File: src/dtlp_pkg.sv
`timescale 1ns / 1ps

package dtlp_pkg;

  // button channels handled by the block
  localparam int unsigned Channels = 4;

  // fixed widths of the payload and configuration fields
  localparam int unsigned FieldW   = 4;
  localparam int unsigned DbCntW   = 8;
  localparam int unsigned HoldCntW = 16;
  localparam int unsigned CfgIdxW  = 8;
  localparam int unsigned CfgDataW = 16;

  // configuration register indexes
  localparam logic [CfgIdxW-1:0] CfgDebounceThr = 8'd0;
  localparam logic [CfgIdxW-1:0] CfgLongPressThr = 8'd1;

  // register reset values
  localparam logic [DbCntW-1:0]   DebounceThrRst  = 8'd10;
  localparam logic [HoldCntW-1:0] LongPressThrRst = 16'd600;

  // one tick result as it sits in the output register
  typedef struct packed {
    logic [FieldW-1:0] output_levels;
    logic [FieldW-1:0] debounced_levels;
    logic [FieldW-1:0] input_changed;
    logic [FieldW-1:0] output_toggled;
    logic [FieldW-1:0] long_press;
  } result_t;

endpackage

File: src/debounce_toggle_long_press.sv
`timescale 1ns / 1ps

// push-button debouncer with toggle outputs and long-press detection
//
// input channel: in_valid_i / in_ready_o carry one scan tick, the two raw
// samples of every button channel (first_samples_i, second_samples_i)
// output channel: out_valid_o / out_ready_i carry one result per tick with
// output latches, debounced levels and the changed, toggled and long-press
// flags of that tick
// config channel: cfg_valid_i / cfg_ready_o write debounce_threshold
// (index 0) or long_press_threshold (index 1); other indexes are dropped;
// cfg_ready_o is always high; write only while no request is in flight
//
// a tick is worked out in the cycle it is accepted and its result
// shows on the output register in the next cycle
// throughput: one tick per cycle, set by the single result register; a new
// tick is taken whenever that register is empty or is being drained
// when the receiver stalls, the result holds and in_ready_o falls until the
// result is taken, so no tick is lost
// reset: levels read released (all ones), output latches and counters are
// cleared, thresholds return to 10 and 600, the output register is empty
module debounce_toggle_long_press (
  input  logic                             clk_i,
  input  logic                             rst_ni,
  input  logic                             in_valid_i,
  output logic                             in_ready_o,
  input  logic [dtlp_pkg::FieldW-1:0]      first_samples_i,
  input  logic [dtlp_pkg::FieldW-1:0]      second_samples_i,
  output logic                             out_valid_o,
  input  logic                             out_ready_i,
  output logic [dtlp_pkg::FieldW-1:0]      output_levels_o,
  output logic [dtlp_pkg::FieldW-1:0]      debounced_levels_o,
  output logic [dtlp_pkg::FieldW-1:0]      input_changed_o,
  output logic [dtlp_pkg::FieldW-1:0]      output_toggled_o,
  output logic [dtlp_pkg::FieldW-1:0]      long_press_o,
  input  logic                             cfg_valid_i,
  output logic                             cfg_ready_o,
  input  logic [dtlp_pkg::CfgIdxW-1:0]     cfg_index_i,
  input  logic [dtlp_pkg::CfgDataW-1:0]    cfg_data_i
);

  localparam int unsigned Ch = dtlp_pkg::Channels;
  localparam int unsigned DbW = dtlp_pkg::DbCntW;
  localparam int unsigned HoW = dtlp_pkg::HoldCntW;

  logic [DbW-1:0] db_thr_q;
  logic [HoW-1:0] lp_thr_q;
  logic [DbW-1:0] db_thr;
  logic [HoW-1:0] lp_thr;

  logic [Ch-1:0]  level_q, level_d;
  logic [Ch-1:0]  latch_q, latch_d;
  logic [DbW-1:0] db_cnt_q [Ch];
  logic [DbW-1:0] db_cnt_d [Ch];
  logic [HoW-1:0] hold_q [Ch];
  logic [HoW-1:0] hold_d [Ch];

  logic                 out_valid_q;
  dtlp_pkg::result_t    res_q, res_d;
  logic                 in_fire;

  assign cfg_ready_o = 1'b1;
  assign in_ready_o  = ~out_valid_q | out_ready_i;
  assign in_fire     = in_valid_i & in_ready_o;

  // a threshold written as zero acts as one
  assign db_thr = (db_thr_q == '0) ? DbW'(1) : db_thr_q;
  assign lp_thr = (lp_thr_q == '0) ? HoW'(1) : lp_thr_q;

  always_ff @(posedge clk_i or negedge rst_ni) begin
    if (!rst_ni) begin
      db_thr_q <= dtlp_pkg::DebounceThrRst;
      lp_thr_q <= dtlp_pkg::LongPressThrRst;
    end else if (cfg_valid_i) begin
      if (cfg_index_i == dtlp_pkg::CfgDebounceThr) begin
        db_thr_q <= cfg_data_i[DbW-1:0];
      end else if (cfg_index_i == dtlp_pkg::CfgLongPressThr) begin
        lp_thr_q <= cfg_data_i[HoW-1:0];
      end
    end
  end

  always_comb begin
    level_d = level_q;
    latch_d = latch_q;
    res_d   = '0;
    for (int c = 0; c < Ch; c++) begin
      db_cnt_d[c] = db_cnt_q[c];
      hold_d[c]   = hold_q[c];
      if (level_q[c] != first_samples_i[c]) begin
        hold_d[c] = '0;
        if (level_q[c] != second_samples_i[c]) begin
          if (db_cnt_q[c] != '1) begin
            db_cnt_d[c] = db_cnt_q[c] + DbW'(1);
          end
        end else begin
          db_cnt_d[c] = '0;
        end
        if (db_cnt_d[c] >= db_thr) begin
          // confirmed press: released to pressed
          if (level_q[c] && !second_samples_i[c]) begin
            latch_d[c] = ~latch_q[c];
            hold_d[c]  = HoW'(1);
            res_d.output_toggled[c] = 1'b1;
          end
          level_d[c]  = second_samples_i[c];
          db_cnt_d[c] = '0;
          res_d.input_changed[c] = 1'b1;
        end
      end else if (hold_q[c] != '0) begin
        if (level_q[c] == second_samples_i[c]) begin
          if (hold_q[c] != '1) begin
            hold_d[c] = hold_q[c] + HoW'(1);
          end
        end else begin
          hold_d[c] = '0;
        end
        if (hold_d[c] >= lp_thr) begin
          hold_d[c] = '0;
          res_d.long_press[c] = 1'b1;
        end
      end
      res_d.output_levels[c]    = latch_d[c];
      res_d.debounced_levels[c] = level_d[c];
    end
  end

  always_ff @(posedge clk_i or negedge rst_ni) begin
    if (!rst_ni) begin
      level_q <= '1;
      latch_q <= '0;
      for (int c = 0; c < Ch; c++) begin
        db_cnt_q[c] <= '0;
        hold_q[c]   <= '0;
      end
    end else if (in_fire) begin
      level_q <= level_d;
      latch_q <= latch_d;
      for (int c = 0; c < Ch; c++) begin
        db_cnt_q[c] <= db_cnt_d[c];
        hold_q[c]   <= hold_d[c];
      end
    end
  end

  always_ff @(posedge clk_i or negedge rst_ni) begin
    if (!rst_ni) begin
      out_valid_q <= 1'b0;
    end else if (in_fire) begin
      out_valid_q <= 1'b1;
    end else if (out_ready_i) begin
      out_valid_q <= 1'b0;
    end
  end

  always_ff @(posedge clk_i) begin
    if (in_fire) begin
      res_q <= res_d;
    end
  end

  assign out_valid_o        = out_valid_q;
  assign output_levels_o    = res_q.output_levels;
  assign debounced_levels_o = res_q.debounced_levels;
  assign input_changed_o    = res_q.input_changed;
  assign output_toggled_o   = res_q.output_toggled;
  assign long_press_o       = res_q.long_press;

`ifndef ASSERT_OFF
  // a toggle only comes with an accepted change to the pressed level
  a_toggle_is_press: assert property (@(posedge clk_i) disable iff (!rst_ni)
    out_valid_o |-> ((output_toggled_o & ~(input_changed_o & ~debounced_levels_o)) == '0))
    else $error("toggle without a confirmed press");

  // a channel cannot change level and finish a long press in the same tick
  a_long_press_excl: assert property (@(posedge clk_i) disable iff (!rst_ni)
    out_valid_o |-> ((long_press_o & input_changed_o) == '0))
    else $error("long press on a tick with a level change");

  // a stalled result is kept until taken
  a_result_kept: assert property (@(posedge clk_i) disable iff (!rst_ni)
    (out_valid_o && !out_ready_i) |=> (out_valid_o && $stable(res_q)))
    else $error("stalled result lost or changed");
`endif

endmodule

File: config.mk
export PLATFORM = sky130hd
export DESIGN_NAME = debounce_toggle_long_press
export DESIGN_NICKNAME = d
export VERILOG_FILES = /design/src/dtlp_pkg.sv /design/src/debounce_toggle_long_press.sv
export SDC_FILE = /design/constraint.sdc
export NUM_CORES = 1
export LEC_CHECK = 0
export BUFFER_PORTS_ARGS = -buffer_cell sky130_fd_sc_hd__buf_2
export CORE_AREA = 2 2 211 213
export CTS_BUF_LIST = sky130_fd_sc_hd__clkbuf_8 sky130_fd_sc_hd__clkbuf_16
export DETAILED_ROUTE_END_ITERATION = 10
export DIE_AREA = 0 0 213 215
export HOLD_SLACK_MARGIN = 0.02
export PLACE_DENSITY = 0.41
export SKIP_CTS_REPAIR_TIMING = 1
export SLEW_MARGIN = 15
export SYNTH_ARGS = -nofsm -noshare
export SYNTH_HDL_FRONTEND = slang
export SYNTH_SLANG_ARGS = --single-unit
export TNS_END_PERCENT = 20
File: constraint.sdc
create_clock -name clk_i -period 4.75 [get_ports clk_i]
set_input_delay 0 -clock clk_i [delete_from_list [all_inputs] [get_ports clk_i]]
set_output_delay 0 -clock clk_i [all_outputs]
set_load 0.02 [all_outputs]
==> flow_metrics.py <==
metrics = {
    "power": {
        "cellLeakagePower_nw": 5.56,
        "switchingPower_w": 0.00111,
        "cellInternalPower_w": 0.00228,
        "ir_worst_vdd_v": 0.000189,
        "comb_power_share": 0.191,
        "p_seq_frac": 0.421,
        "p_sw_frac": 0.327,
        "power.share.clock": 0.388,
        "power_density_mw_per_mm2": 269,
    },
    "status": {
        "status": "finished with violations",
        "violations": "negative hold slack",
    },
    "sta": {
        "max_slew_margin": 0.322,
        "rsz0062_at_grt": "false",
        "holdWs_ps": -15.6,
        "final.setup.tns_ps": 0,
        "min_period_ps": 4050,
        "skew_ps": 11.5,
        "maxSlewViolCount": 0,
        "hold_violations": 3,
        "max_freq_ghz": 0.247,
        "layout_setup_ws_ps": 702,
        "tightest_slew_ps": 1020,
        "fin_crit_sh": 0.852,
        "setup_viol": 0,
    },
    "worst_setup_path": {
        "cp_max_fo": 16,
        "worst_path_dominant_cell_family": "compound AO/OA/AOI/OAI gates",
        "reg2reg_slack_ps": 700,
        "cp-startpoint": "hold_q[48]",
        "critical_path_class": "reg -> reg",
        "worstPathRequired_ps": 5150,
        "cpPeakStageDelay_ps": 690,
        "timing.rr.end": "hold_q[60]",
        "arrival_ps": 4450,
        "path_cells": "ha_1 -> and2_1 -> nand4_1 -> nor2_1 -> nor3_1 -> xor2_1 -> and2_1 -> ha_1 -> a21o_1 -> a221oi_1 -> o21ai_0 -> a21oi_2 -> a31o_2 -> a32o_1",
        "worst-path-buf-inv": 0,
        "r2r_cells": 14,
        "cp-start-kind": "flip-flop",
        "cp_slowest_cell": "a21oi_2",
        "r2r-start": "hold_q[48]",
        "crit_path_end": "hold_q[60]",
        "cp.depth": 14,
        "cp-end-kind": "flip-flop",
    },
    "detailed_routing": {
        "drtIter0Drc": 608,
        "wl_per_cell_um": 17.4,
        "vias": 9259,
        "first_pass_iters": 5,
        "drc": 0,
        "via_per_inst": 4.95,
        "antenna_left": 0,
        "routed_wirelength_um": 32600,
    },
    "place": {
        "io_buffers": 58,
        "placedCellCount": 1812,
        "gp_congestion": 0.784,
        "pre_cts_ws_ps": 767,
        "hpwlAfterDp_um": 24300,
    },
    "logic_synthesis": {
        "synth_area_mm2": 0.0108,
        "synth_nets": 1328,
        "syn_inst": 1179,
        "syn_avg_cell_area_um2": 9.17,
        "synth.top_cell.area_share": 0.275,
        "async_flop_share": 0.866,
        "yosysSeqAreaShare": 0.355,
        "synthTopCellsByArea": "dfrtp_1, ha_1, edfxtp_1",
        "ys.warnings.count": 0,
        "synth_edf_count": 20,
        "synth_area_leader_cell": "dfrtp_1",
        "yosys_most_used_dff": "dfrtp_1",
        "ys_types": 76,
        "synth_seq_cells": 149,
    },
    "global_routing": {
        "grt_pass1_wl_um": 52300,
        "gr-total-overflow": 0,
        "grt_pass1_vias": 9114,
        "antenna_found_initial": 0,
        "grt_max_degree": 89,
        "grt_usage": 0.148,
    },
    "hold_path": {
        "hp-class": "in -> reg",
    },
    "final_layout": {
        "layout.nets": 1415,
        "multiInputGateArea_mm2": 0.00660,
        "antenna_cells": 0,
        "areaGrowthSynthToFinish_pct": 16.8,
        "regArea_mm2": 0.00384,
        "stdcell_count": 1871,
        "layout-drive-gt1-share": 0.128,
        "nFillCells": 4582,
    },
    "clocking": {
        "cts_buffers": 17,
        "htreeDepth": 4,
        "cts_buffer_depth": 2,
        "clkSinkCount": 149,
        "clock_latency_ps": 470,
        "cts_tree": "done",
        "clk_pin_slew_worst_paths_ps": 70,
        "cts_root_buf": "clkbuf_16",
    },
    "die": {
        "start_util": 0.248,
        "io_pins": 60,
        "die_area_mm2": 0.0458,
        "die_h_um": 215,
        "core_mm2": 0.0436,
        "num_rows": 77,
        "die_w_um": 213,
    },
    "job": {
        "maxCapViolCount": 0,
    },
}
cells in the mapped netlist, drive strengths merged (24+ instances only):
cell type	n
and3	24
dfrtp	119
nor2	87
inv	54
nand3	47
ha	112
o21ai	61
a21oi	60
nor3	41
nand2	118
a22o	54
xnor2	34
nand4	29
flip-flops by register name (all words and copies together) (netlist names):
register and count:
level_q 4, out_valid_o 1, long_press_o 4, output_toggled_o 4, db_thr_q 8, db_cnt_q 32
output_levels_o 4, latch_q 4, input_changed_o 4, debounced_levels_o 4, hold_q 64, lp_thr_q 16
area by class of cell:
type | count | area share
timing repair buffer | 103 | 0.0555
sequential | 149 | 0.304
multi-input combinational | 940 | 0.522
clock buffer | 17 | 0.0337
tap | 592 | 0.0586
clock inverter | 15 | 0.00941
inverter | 55 | 0.0163
power by group through the flow:
| stage | Sequential, W | Clock [W] | Combinational, W |
|---|---|---|---|
| finish | 0.00143 | 0.00132 | 0.000649 |
| global route | 0.00144 | 0.00142 | 0.000738 |
| CTS | 0.00143 | 0.00137 | 0.000647 |
| detailed placement | 0.00145 | 0 | 0.000642 |
| global placement | 0.00145 | 0 | 0.000638 |
| floorplan | 0.00145 | 0 | 0.000407 |
kinds of logic (layout without fill, tap and decap cells):
logic type / count (synthesis) / after routing / synth area share
buffers and inverters: 90 / 190 / 0.0344
xor gates and xnor gates: 57 / 57 / 0.0462
muxes: 29 / 29 / 0.0293
other: 1 / 1 / 0.000347
and+or+nand+nor: 457 / 457 / 0.220
adders and majority gates: 112 / 112 / 0.130
AOI/OAI and AO/OA: 284 / 284 / 0.185
DFF: 149 / 149 / 0.355
metal layers:
layer | track usage | vias up | wire (um)
met4 | 0.0378 | 0 | 413
li1 | - | 4577 | -
met2 | 0.232 | 155 | 14800
met5 | 0 | - | 0
met3 | 0.0256 | 27 | 1080
met1 | 0.209 | 4500 | 16200
layout by cell type (no fill, tap or decap), types with 34 or more instances in the layout:
cell type    n
nand3_1     45
a22o_1      54
xnor2_1     34
o21ai_0     56
inv_1       55
nor2_1      87
nor3_1      40
dfrtp_1    119
nand2_1    116
ha_1       112
a21oi_1     59
buf_2       57
through the flow:
stage          cell area (um^2)  total power (W)  utilization
2_1_floorplan             10800          0.00185            -
3_3_place_gp              11800          0.00209        0.271
3_5_place_dp              11800          0.00209        0.271
4_1_cts                   12400          0.00344        0.283
5_1_grt                   12600          0.00360        0.290
6_report                  12600          0.00339        0.290
worst min-delay path, stage by stage:
cell and delay (ps):
buf_2 90, nor2_1 170, nand2_1 110, o21ai_0 70
worst min-delay path by stage:
stage	start	cells after the start	end	slack, ps
finish	cfg_index_i[0]	4	db_thr_q[3]	-20
CTS	rst_ni	1	hold_q[46]	-330
global route	cfg_index_i[0]	4	db_thr_q[1]	20
global placement	rst_ni	1	hold_q[44]	180
floorplan	rst_ni	0	db_cnt_q[0]	-300
detailed placement	rst_ni	1	hold_q[46]	180
Power figures use the tool's default switching activity.
